### config.mk
export PLATFORM = sky130hd
export DESIGN_NAME = miller_rabin_witness_test_unit
export DESIGN_NICKNAME = d
export VERILOG_FILES = /design/src/hw/rtl/mrw_pkg.sv /design/src/hw/rtl/mrw_modmul.sv /design/src/hw/rtl/miller_rabin_witness_test_unit.sv
export SDC_FILE = /design/constraint.sdc
export NUM_CORES = 2
export LEC_CHECK = 0
export BUFFER_PORTS_ARGS = -buffer_cell sky130_fd_sc_hd__buf_4
export CAP_MARGIN = 30
export CORE_MARGIN = 4
export CORE_UTILIZATION = 65
export CTS_BUF_LIST = sky130_fd_sc_hd__clkbuf_8
export DETAILED_ROUTE_END_ITERATION = 16
export PLACE_DENSITY = 0.86
export REMOVE_ABC_BUFFERS = 1
export SYNTH_ARGS = -nofsm -noshare
export SYNTH_HDL_FRONTEND = slang
export SYNTH_SLANG_ARGS = --single-unit
### constraint.sdc
create_clock -name clk -period 10.99 [get_ports clk]
set_input_delay 1.6485 -clock clk [delete_from_list [all_inputs] [get_ports clk]]
set_output_delay 1.6485 -clock clk [all_outputs]
set_load 0.05 [all_outputs]
### src/hw/rtl/mrw_pkg.sv
// shared types and constants for the miller-rabin witness test unit
// no dependencies; imported by mrw_modmul and miller_rabin_witness_test_unit
package mrw_pkg;

    localparam int MRW_WIDTH = 64;
    localparam int FIELD_WIDTH = 64;

    localparam logic [1:0] VERDICT_COMPOSITE = 2'd0;
    localparam logic [1:0] VERDICT_PROBABLE  = 2'd1;
    localparam logic [1:0] VERDICT_INVALID   = 2'd2;

    typedef enum logic [3:0] {
        ST_IDLE,
        ST_REDUCE,
        ST_TZ,
        ST_POW_CHK,
        ST_POW_MUL,
        ST_POW_SQR,
        ST_TEST,
        ST_SQ_MUL,
        ST_SQ_CHK,
        ST_FINISH,
        ST_EMIT
    } state_t;

endpackage

### src/hw/rtl/mrw_modmul.sv
// shift-add modular multiplier, one multiplier bit per cycle
// depends on mrw_pkg
module mrw_modmul
    import mrw_pkg::*;
#(
    parameter int WIDTH = MRW_WIDTH
) (
    input  logic             clk,
    input  logic             rst_n,
    input  logic             start,
    input  logic [WIDTH-1:0] multiplicand,
    input  logic [WIDTH-1:0] multiplier,
    input  logic [WIDTH-1:0] modulus,
    output logic             busy,
    output logic             done,
    output logic [WIDTH-1:0] product
);

    localparam int CW = (WIDTH > 1) ? $clog2(WIDTH) : 1;

    logic             busy_reg, busy_next;
    logic             done_reg, done_next;
    logic [CW-1:0]    cnt_reg, cnt_next;
    logic [WIDTH-1:0] acc_reg, acc_next;
    logic [WIDTH-1:0] a_reg, a_next;
    logic [WIDTH-1:0] b_reg, b_next;
    logic [WIDTH-1:0] n_reg, n_next;

    logic [WIDTH:0]   dbl;
    logic [WIDTH:0]   sum;
    logic [WIDTH-1:0] dbl_red;
    logic [WIDTH-1:0] step_val;

    // acc = 2*acc mod n, then + a mod n when the current multiplier bit is set
    always_comb
    begin
        dbl     = {acc_reg, 1'b0};
        dbl_red = (dbl >= {1'b0, n_reg}) ? WIDTH'(dbl - {1'b0, n_reg}) : dbl[WIDTH-1:0];
        sum     = {1'b0, dbl_red} + {1'b0, a_reg};
        if (b_reg[WIDTH-1])
        begin
            step_val = (sum >= {1'b0, n_reg}) ? WIDTH'(sum - {1'b0, n_reg}) : sum[WIDTH-1:0];
        end
        else
        begin
            step_val = dbl_red;
        end
    end

    always_comb
    begin
        busy_next = busy_reg;
        done_next = 1'b0;
        cnt_next  = cnt_reg;
        acc_next  = acc_reg;
        a_next    = a_reg;
        b_next    = b_reg;
        n_next    = n_reg;
        if (start)
        begin
            busy_next = 1'b1;
            cnt_next  = CW'(WIDTH - 1);
            acc_next  = '0;
            a_next    = multiplicand;
            b_next    = multiplier;
            n_next    = modulus;
        end
        else if (busy_reg)
        begin
            acc_next = step_val;
            b_next   = {b_reg[WIDTH-2:0], 1'b0};
            if (cnt_reg == '0)
            begin
                busy_next = 1'b0;
                done_next = 1'b1;
            end
            else
            begin
                cnt_next = cnt_reg - 1'b1;
            end
        end
    end

    always_ff @(posedge clk or negedge rst_n)
    begin
        if (!rst_n)
        begin
            busy_reg <= 1'b0;
            done_reg <= 1'b0;
            cnt_reg  <= '0;
        end
        else
        begin
            busy_reg <= busy_next;
            done_reg <= done_next;
            cnt_reg  <= cnt_next;
        end
    end

    always_ff @(posedge clk)
    begin
        acc_reg <= acc_next;
        a_reg   <= a_next;
        b_reg   <= b_next;
        n_reg   <= n_next;
    end

    assign busy    = busy_reg;
    assign done    = done_reg;
    assign product = acc_reg;

    a_done_after_busy: assert property (@(posedge clk) disable iff (!rst_n)
        done_reg |-> $past(busy_reg))
        else $error("multiplier done without a preceding step");

    a_no_restart: assert property (@(posedge clk) disable iff (!rst_n)
        start |-> !busy_reg)
        else $error("multiplier started while busy");

    a_acc_reduced: assert property (@(posedge clk) disable iff (!rst_n)
        busy_reg |-> (acc_reg < n_reg))
        else $error("accumulator left the residue range");

endmodule

### src/hw/rtl/miller_rabin_witness_test_unit.sv
// miller-rabin witness test unit: one round per input transaction
// input channel: in_valid/in_ready with candidate, witness, final_round
// output channel: out_valid/out_ready with verdict (0 composite, 1 probable
// prime, 2 invalid candidate)
// a round reduces the witness mod n, counts the trailing zeros k of n-1,
// raises the witness to m = (n-1)>>k and squares up to k-1 more times
// every modular product runs on one shared shift-add multiplier
// a zero witness skips the exponentiation and the squarings and passes
// an even candidate or one below 3 goes straight to the verdict invalid
// in_ready is high only while the sequencer is idle
// verdicts go to an output register, so the next transaction is taken while
// a verdict waits; a stalled receiver holds the sequencer, and so the input,
// only once a second verdict is ready
// non-final rounds of a valid candidate give no verdict, they only clear the pass flag on failure
// reset empties the output register and sets the pass flag
// depends on mrw_pkg and mrw_modmul
module miller_rabin_witness_test_unit
    import mrw_pkg::*;
#(
    parameter int WIDTH = MRW_WIDTH
) (
    input  logic                   clk,
    input  logic                   rst_n,
    input  logic                   in_valid,
    output logic                   in_ready,
    input  logic [FIELD_WIDTH-1:0] candidate,
    input  logic [FIELD_WIDTH-1:0] witness,
    input  logic                   final_round,
    output logic                   out_valid,
    input  logic                   out_ready,
    output logic [1:0]             verdict
);

    localparam int KW = (WIDTH > 1) ? $clog2(WIDTH) : 1;

    state_t state_reg, state_next;

    logic             all_passed_reg, all_passed_next;
    logic             round_pass_reg, round_pass_next;
    logic             last_reg, last_next;
    logic             out_valid_reg, out_valid_next;
    logic [1:0]       verdict_reg, verdict_next;
    logic [1:0]       pend_reg, pend_next;
    logic [WIDTH-1:0] n_reg, n_next;
    logic [WIDTH-1:0] nm1_reg, nm1_next;
    logic [WIDTH-1:0] base_reg, base_next;
    logic [WIDTH-1:0] r_reg, r_next;
    logic [WIDTH-1:0] e_reg, e_next;
    logic [KW-1:0]    k_reg, k_next;

    logic [WIDTH-1:0] cand_w;
    logic [WIDTH-1:0] wit_w;
    logic             cand_bad;
    logic             accept;
    logic             out_free;
    logic             pass_all;

    logic             mul_start;
    logic [WIDTH-1:0] mul_a;
    logic [WIDTH-1:0] mul_b;
    logic [WIDTH-1:0] mul_n;
    logic             mul_busy;
    logic             mul_done;
    logic [WIDTH-1:0] mul_prod;

    assign cand_w   = candidate[WIDTH-1:0];
    assign wit_w    = witness[WIDTH-1:0];
    assign cand_bad = (cand_w < WIDTH'(3)) || !cand_w[0];
    assign in_ready = (state_reg == ST_IDLE);
    assign accept   = in_valid && in_ready;
    assign out_free = !out_valid_reg || out_ready;
    assign pass_all = all_passed_reg && round_pass_reg;

    mrw_modmul #(
        .WIDTH(WIDTH)
    ) u_modmul (
        .clk         (clk),
        .rst_n       (rst_n),
        .start       (mul_start),
        .multiplicand(mul_a),
        .multiplier  (mul_b),
        .modulus     (mul_n),
        .busy        (mul_busy),
        .done        (mul_done),
        .product     (mul_prod)
    );

    // next state
    always_comb
    begin
        state_next = state_reg;
        unique case (state_reg)
            ST_IDLE:
            begin
                if (accept)
                begin
                    state_next = cand_bad ? ST_EMIT : ST_REDUCE;
                end
            end
            ST_REDUCE:
            begin
                if (mul_done)
                begin
                    state_next = (mul_prod == '0) ? ST_FINISH : ST_TZ;
                end
            end
            ST_TZ:
            begin
                if (e_reg[0])
                begin
                    state_next = ST_POW_CHK;
                end
            end
            ST_POW_CHK:
            begin
                priority if (e_reg == '0)
                begin
                    state_next = ST_TEST;
                end
                else if (e_reg[0])
                begin
                    state_next = ST_POW_MUL;
                end
                else
                begin
                    state_next = ST_POW_SQR;
                end
            end
            ST_POW_MUL:
            begin
                if (mul_done)
                begin
                    state_next = ST_POW_SQR;
                end
            end
            ST_POW_SQR:
            begin
                if (mul_done)
                begin
                    state_next = ST_POW_CHK;
                end
            end
            ST_TEST:
            begin
                priority if ((r_reg == WIDTH'(1)) || (r_reg == nm1_reg) || (k_reg <= KW'(1)))
                begin
                    state_next = ST_FINISH;
                end
                else
                begin
                    state_next = ST_SQ_MUL;
                end
            end
            ST_SQ_MUL:
            begin
                if (mul_done)
                begin
                    state_next = ST_SQ_CHK;
                end
            end
            ST_SQ_CHK:
            begin
                priority if ((r_reg == WIDTH'(1)) || (r_reg == nm1_reg) || (k_reg <= KW'(1)))
                begin
                    state_next = ST_FINISH;
                end
                else
                begin
                    state_next = ST_SQ_MUL;
                end
            end
            ST_FINISH:
            begin
                state_next = last_reg ? ST_EMIT : ST_IDLE;
            end
            ST_EMIT:
            begin
                if (out_free)
                begin
                    state_next = ST_IDLE;
                end
            end
            default:
            begin
                state_next = ST_IDLE;
            end
        endcase
    end

    // datapath and multiplier commands
    always_comb
    begin
        all_passed_next = all_passed_reg;
        round_pass_next = round_pass_reg;
        last_next       = last_reg;
        out_valid_next  = out_valid_reg && !out_ready;
        verdict_next    = verdict_reg;
        pend_next       = pend_reg;
        n_next          = n_reg;
        nm1_next        = nm1_reg;
        base_next       = base_reg;
        r_next          = r_reg;
        e_next          = e_reg;
        k_next          = k_reg;
        mul_start       = 1'b0;
        mul_a           = base_reg;
        mul_b           = base_reg;
        mul_n           = n_reg;
        unique case (state_reg)
            ST_IDLE:
            begin
                if (accept)
                begin
                    n_next    = cand_w;
                    nm1_next  = cand_w - WIDTH'(1);
                    e_next    = cand_w - WIDTH'(1);
                    k_next    = '0;
                    last_next = final_round;
                    if (cand_bad)
                    begin
                        all_passed_next = 1'b1;
                        pend_next       = VERDICT_INVALID;
                    end
                    else
                    begin
                        // witness mod n as 1 * witness mod n
                        mul_start = 1'b1;
                        mul_a     = WIDTH'(1);
                        mul_b     = wit_w;
                        mul_n     = cand_w;
                    end
                end
            end
            ST_REDUCE:
            begin
                if (mul_done)
                begin
                    base_next = mul_prod;
                    // zero witness carries no evidence
                    round_pass_next = 1'b1;
                end
            end
            ST_TZ:
            begin
                if (e_reg[0])
                begin
                    r_next = WIDTH'(1);
                end
                else
                begin
                    e_next = e_reg >> 1;
                    k_next = k_reg + 1'b1;
                end
            end
            ST_POW_CHK:
            begin
                if (e_reg != '0)
                begin
                    mul_start = 1'b1;
                    mul_a     = e_reg[0] ? r_reg : base_reg;
                    mul_b     = base_reg;
                end
            end
            ST_POW_MUL:
            begin
                if (mul_done)
                begin
                    r_next    = mul_prod;
                    mul_start = 1'b1;
                    mul_a     = base_reg;
                    mul_b     = base_reg;
                end
            end
            ST_POW_SQR:
            begin
                if (mul_done)
                begin
                    base_next = mul_prod;
                    e_next    = e_reg >> 1;
                end
            end
            ST_TEST:
            begin
                priority if ((r_reg == WIDTH'(1)) || (r_reg == nm1_reg))
                begin
                    round_pass_next = 1'b1;
                end
                else if (k_reg <= KW'(1))
                begin
                    round_pass_next = 1'b0;
                end
                else
                begin
                    k_next    = k_reg - 1'b1;
                    mul_start = 1'b1;
                    mul_a     = r_reg;
                    mul_b     = r_reg;
                end
            end
            ST_SQ_MUL:
            begin
                if (mul_done)
                begin
                    r_next = mul_prod;
                end
            end
            ST_SQ_CHK:
            begin
                // reaching 1 before n-1 means a nontrivial square root of 1
                priority if (r_reg == WIDTH'(1))
                begin
                    round_pass_next = 1'b0;
                end
                else if (r_reg == nm1_reg)
                begin
                    round_pass_next = 1'b1;
                end
                else if (k_reg <= KW'(1))
                begin
                    round_pass_next = 1'b0;
                end
                else
                begin
                    k_next    = k_reg - 1'b1;
                    mul_start = 1'b1;
                    mul_a     = r_reg;
                    mul_b     = r_reg;
                end
            end
            ST_FINISH:
            begin
                if (last_reg)
                begin
                    pend_next       = pass_all ? VERDICT_PROBABLE : VERDICT_COMPOSITE;
                    all_passed_next = 1'b1;
                end
                else
                begin
                    all_passed_next = pass_all;
                end
            end
            ST_EMIT:
            begin
                if (out_free)
                begin
                    out_valid_next = 1'b1;
                    verdict_next   = pend_reg;
                end
            end
            default:
            begin
                mul_start = 1'b0;
            end
        endcase
    end

    always_ff @(posedge clk or negedge rst_n)
    begin
        if (!rst_n)
        begin
            state_reg      <= ST_IDLE;
            all_passed_reg <= 1'b1;
            out_valid_reg  <= 1'b0;
        end
        else
        begin
            state_reg      <= state_next;
            all_passed_reg <= all_passed_next;
            out_valid_reg  <= out_valid_next;
        end
    end

    always_ff @(posedge clk)
    begin
        round_pass_reg <= round_pass_next;
        last_reg       <= last_next;
        verdict_reg    <= verdict_next;
        pend_reg       <= pend_next;
        n_reg          <= n_next;
        nm1_reg        <= nm1_next;
        base_reg       <= base_next;
        r_reg          <= r_next;
        e_reg          <= e_next;
        k_reg          <= k_next;
    end

    assign out_valid = out_valid_reg;
    assign verdict   = verdict_reg;

    a_idle_mul_quiet: assert property (@(posedge clk) disable iff (!rst_n)
        (state_reg == ST_IDLE) |-> !mul_busy)
        else $error("multiplier busy while sequencer idle");

    a_flag_set_on_emit: assert property (@(posedge clk) disable iff (!rst_n)
        (state_reg == ST_EMIT) |-> all_passed_reg)
        else $error("pass flag not restored before verdict");

    a_verdict_code: assert property (@(posedge clk) disable iff (!rst_n)
        out_valid_reg |-> ((verdict_reg == VERDICT_COMPOSITE) ||
                           (verdict_reg == VERDICT_PROBABLE) ||
                           (verdict_reg == VERDICT_INVALID)))
        else $error("verdict register holds an unused code");

endmodule

# --- After elaboration in Yosys (flattened, before gate mapping) ---
# Index checks and enable logic that the tools add are counted.
# W data, S select, Z words.
totals:
  regBits: 602
  output_inout_bits: 4
classes:
  addsub: 7
  n_lt_le_gt_ge: 4
  eq_ne: 27
  muxes: 83
  n_reduce_logical: 36
op_table:
  columns: ["cell", "n"]
  rows:
  - ["$mux W64", 23]
  - ["$pmux W64 S3", 2]
  - ["$pmux W64 S4", 1]
  - ["$ge A65 B64 Y1", 2]
  - ["$logic_not A64 Y1", 2]
  - ["$pmux W64 S2", 1]
  - ["$sub A64 B64 Y64", 2]
  - ["$add A64 B64 Y65", 1]
  - ["$eq A64 B1 Y1 const B", 1]
  - ["$eq A64 B64 Y1", 1]
  - ["$lt A64 B2 Y1 const B", 1]
  - ["$reduce_bool A64 Y1", 1]
  - ["$sub A64 B1 Y64 const B", 1]
  - ["$mux W6", 9]
  - ["$mux W4", 11]
  - ["$pmux W4 S10", 1]
  - ["$mux W1", 26]
  - ["$pmux W6 S4", 1]
  - ["$eq A4 B3 Y1 const B", 4]
  - ["$ne A2 B2 Y1 const B", 8]
  - ["$ne A2 B1 Y1 const B", 7]
  - ["$eq A4 B4 Y1 const B", 3]
  - ["$sub A6 B1 Y6 const B", 2]
  - ["$reduce_and A2 Y1", 5]
  - ["other kinds (22)", 41]

# --- Longest topological paths before layout ---
depth:
  ltp_word: 7
  mapped_depth: 40

# --- Hierarchy ---
# Synthesis repeated with hierarchy kept, for this count alone.
hier_totals:
  hier_cells: 3908
  area_unflattened_um2: 39818.2
by_module_without_submodules:
  columns: ["module", "n_inst", "cells_each", "area_each_um2", "seq_area_each_um2"]
  rows:
  - ["mrw_modmul", 1, 2624, 22673.0, 7247.0]
  - ["miller_rabin_witness_test_unit", 1, 1284, 17145.2, 10121.0]

# --- Worst setup path before layout ---
# OpenSTA, ideal clock, no wires.
synth_timing:
  path_type: "input port to flip-flop"
  startpoint: "input in_valid"
  endpoint: "register u_modmul.a_reg[0] (enable)"
  arrival_time_ns: 8.874
  t_required_ns: 10.448
  setup_slack_ns: 1.574
  cell_stages: 8
  path_cell_list: "nand2_1 > inv_1 > and2_1 > buf_2 > nor3_4 > inv_2 > clkbuf_1 > clkbuf_1"
synth_between:
  elab_chain_cells: 3
synth_rtl:
  columns: ["element", "line_no", "source"]
  rows:
  - ["start, declared", "miller_rabin_witness_test_unit.sv:24", "input logic in_valid,"]
  - ["$logic_and A1 B1 Y1", "miller_rabin_witness_test_unit.sv:70", "assign accept = in_valid && in_ready;"]
  - ["$mux W1", "miller_rabin_witness_test_unit.sv:212", "if (accept)"]
  - ["$pmux W1 S5", "miller_rabin_witness_test_unit.sv:209", "unique case (state_reg)"]
  - ["net mul_start", "miller_rabin_witness_test_unit.sv:58", "logic mul_start;"]
  - ["end signal, assigned", "mrw_modmul.sv:103", "a_reg <= a_next;"]
  - ["end, declared", "mrw_modmul.sv:25", "logic [WIDTH-1:0] a_reg, a_next;"]
# The timed path passes the listed nets, and every way through them passes these cells.
# A chain may end at the register's enable or synchronous reset.

# --- Worst setup path after layout ---
layout_timing:
  startpoint: "register u_modmul.acc_reg[57], in the netlist u_modmul.product[57]"
  endpoint: "register u_modmul.acc_reg[48], in the netlist u_modmul.product[48]"
layout_between:
  elab_chain_cells: 6
  word_cells_on_any_way: 8
layout_rtl:
  columns: ["element", "line_no", "source"]
  rows:
  - ["start, declared", "mrw_modmul.sv:24", "logic [WIDTH-1:0] acc_reg, acc_next;"]
  - ["start signal, assigned", "mrw_modmul.sv:102", "acc_reg <= acc_next;"]
  - ["$ge A65 B64 Y1 / $sub A64 B64 Y64 (equally long branches)", "mrw_modmul.sv:38", "dbl_red = (dbl >= {1'b0, n_reg}) ? WIDTH'(dbl - {1'b0, n_reg}) : dbl[WIDTH-1:0];"]
  - ["$mux W64 (*)", "mrw_modmul.sv:38", null]
  - ["$add A64 B64 Y65", "mrw_modmul.sv:39", "sum = {1'b0, dbl_red} + {1'b0, a_reg};"]
  - ["$sub A64 B64 Y64 / $ge A65 B64 Y1 (equally long branches)", "mrw_modmul.sv:42", "step_val = (sum >= {1'b0, n_reg}) ? WIDTH'(sum - {1'b0, n_reg}) : sum[WIDTH-1:0];"]
  - ["$mux W64", "mrw_modmul.sv:42", null]
  - ["$mux W64 (*)", "mrw_modmul.sv:40", "if (b_reg[WIDTH-1])"]
# Mark *: on every way between the ends. The rest lies on a longest branch, timed or not.

==> flow_summary.toml <==
[layout]
final_common_cell = "edfxtp_1"
syn_to_final_growth_pct = 9.57
finalNetCount = 4445
layout_common_cells = "edfxtp_1, nand2_1, a21oi_1"
drive_gt1_frac = 0.104
fin_util = 0.723

[floorplanning]
core_sq_mm = 0.0594
io-pin-count = 137
num_rows = 89
die_area_sq_mm = 0.0642
start_util = 0.660
die_w_microns = 253
die_h_microns = 253

[yosys]
syn_area_sq_mm = 0.0391
yosysSeqAreaShare = 0.444
synth-compound-area-share = 0.214
yosys.cell_types.count = 93
synthAdderAreaFrac = 0.0651
muxShareOfSynthArea = 0.0229
avgSynthCellArea_sq_um = 9.72
ys_async_sr_fraction = 0.0233
ys_warn_count = 0
synth_xor_area_frac = 0.0669
synth_top_family_by_area = "compound AO/OA/AOI/OAI gates"
ys_ff_latch = 602
synth_ff_type = "edfxtp_1"
yosys.area_share.simple = 0.151
synth_edf_count = 524
synth_cells = 4028

[setup_path]
end_kind = "flip-flop"
worst_ep_required_time_ns = 11.57
cp_max_fo = 15
critical-path-top-delay-family = "simple AND/OR/NAND/NOR gates"
critPathLaunchType = "flip-flop"
crit_type = "flip-flop to flip-flop"
slowest_stage = "dfxtp_1"
crit_buf_inv = 1
cpPeakStageDelay_ns = 0.73
critPathArrivalTime_ns = 10.69

[clock_tree]
clk_pin_slew_worst_paths_ns = 0.07
htree_levels = 3
cts-hold-fix-buffers = 0
clock-sinks = 602
ctsLongestPathBuffers = 3
cts_setup_buffers = 0
cts_root_buf = "clkbuf_8"
cts-buffers-inserted = 96
cts_resized = 0
cts_tree = "yes"
insertion_delay_ns = 0.75

[global_route]
grt_max_degree = 111
antenna_found_initial = 9
track_usage = 0.458
grt_pass1_wl_microns = 218000
grt-ovfl-total = 0
grt_pass1_vias = 33200

[detailed_routing]
drt_wl_total_microns = 151000
num_vias = 36100
drcViolationCount = 0
ant_nets = 0
drtIter0Drc = 5965
via_per_inst = 7.26
wl_per_cell_microns = 30.4
drt_first_pass_iters = 7

[placement]
gp_congestion = 1.10
io_buffers = 136
pre_cts_slack_ns = 1.26
hpwl_microns = 111000

[power]
p_leak_nw = 16.5
power_density_mw_per_mm2 = 106
vdd_ir_drop_max_mv = 0.126

[sta]
period_share = 0.919
finalHoldViolations = 0
setup_violations = 0
tightest_slew_ns = 1.03
setup_ws_ns = 0.886
fmax_ghz = 0.0990
slew_headroom = 0.311
rsz0062_at_grt = "no"
fin_crit_ns = 10.10
skew_ns = 0.0628
slew_violations = 0

[flow_run]
maxCapViolations = 0

[min_path]
hp-class = "flip-flop to flip-flop"

[run_status]
status = "completed"
==> path summary, 6_finish.rpt <==
kind / startpoint / to / slack, ns / depth (start not counted)
max reg2reg: u_modmul.product[57] / u_modmul.product[48] / 0.89 / 29
max in group asynchronous: rst_n / all_passed_reg / 9.97 / 1
min in group asynchronous: rst_n / out_valid / 0.77 / 1
min reg2reg: pend_reg[1] / verdict[1] / 0.43 / 0
min: pend_reg[1] / verdict[1] / 0.43 / 0
max: u_modmul.product[57] / u_modmul.product[48] / 0.89 / 29
==> metal layers <==
layer,part of all wire,GRT usage,up-vias,routed length (microns)
met4,0.060,0.211,4,9150
met1,0.36,0.631,16900,54900
met2,0.40,0.629,3235,60100
li1,-,-,15400,-
met5,0.00018,0,-,27
met3,0.18,0.193,551,27300
==> area by class of cell <==
type / count / area (sq um)
timing repair buffer: 197 / 1580
antenna: 9 / 22.5
multi-input combinational: 3061 / 20400
fill: 4188 / 16500
tap: 773 / 967
sequential: 602 / 17400
inverter: 152 / 581
clock inverter: 78 / 515
clock buffer: 103 / 1420
==> through the flow <==
stage               TNS (ns)  power [mW]  cells  hold slack (ns)  area [sq um]
floorplan            -135.07        2.54   3815            0.400         38300
global placement           0        2.61   4773            0.405         40800
detailed placement         0        2.61   4779            0.407         40800
CTS                        0        4.53   4960            0.436         42800
global route               0        4.65   4968            0.456         42900
finish                     0        4.57   4975            0.434         42900
==> kinds of logic after synthesis <==
logic type | count (synthesis)
flip-flops | 602
adder cells (fa/ha/maj) | 202
AND/OR/NAND/NOR | 1228
multiplexers | 81
AO/OA/AOI/OAI | 1251
XOR/XNOR | 299
buffers and inverters | 365
==> Yosys cell counts, types with 22 or more instances <==
master      n  area share
edfxtp_1  524        0.40
nand2_1   398       0.038
a21oi_1   309       0.040
nor2_1    295       0.028
ha_1      199       0.064
o21ai_0   187       0.024
clkbuf_1  174       0.017
xor2_1    161       0.036
inv_1     149       0.014
xnor2_1   138       0.031
a22o_1    125       0.028
a21o_1    100       0.019
nor4_1     97       0.016
a31oi_1    85       0.014
and2_1     79       0.013
nand4_1    79       0.013
o211ai_1   76       0.015
nor3_1     74      0.0095
a22oi_1    71       0.014
mux2_2     67       0.019
dfxtp_1    64       0.033
nand3_1    56      0.0072
o21bai_1   48      0.0092
a211oi_1   35      0.0067
buf_2      32      0.0041
o21a_1     31      0.0059
nand2b_1   26      0.0042
and3_1     23      0.0037
nor2b_1    22      0.0035
==> power breakdown <==
group	leakage, nW	switching, mW	internal (mW)	total (mW)
Sequential	5.56	0.0000000000000000200	2.46	2.46
Combinational	9.86	0.0610	0.0489	0.110
Clock	1.10	0.999	0.997	2.00
No activity file was read; power rests on OpenSTA's default activity.
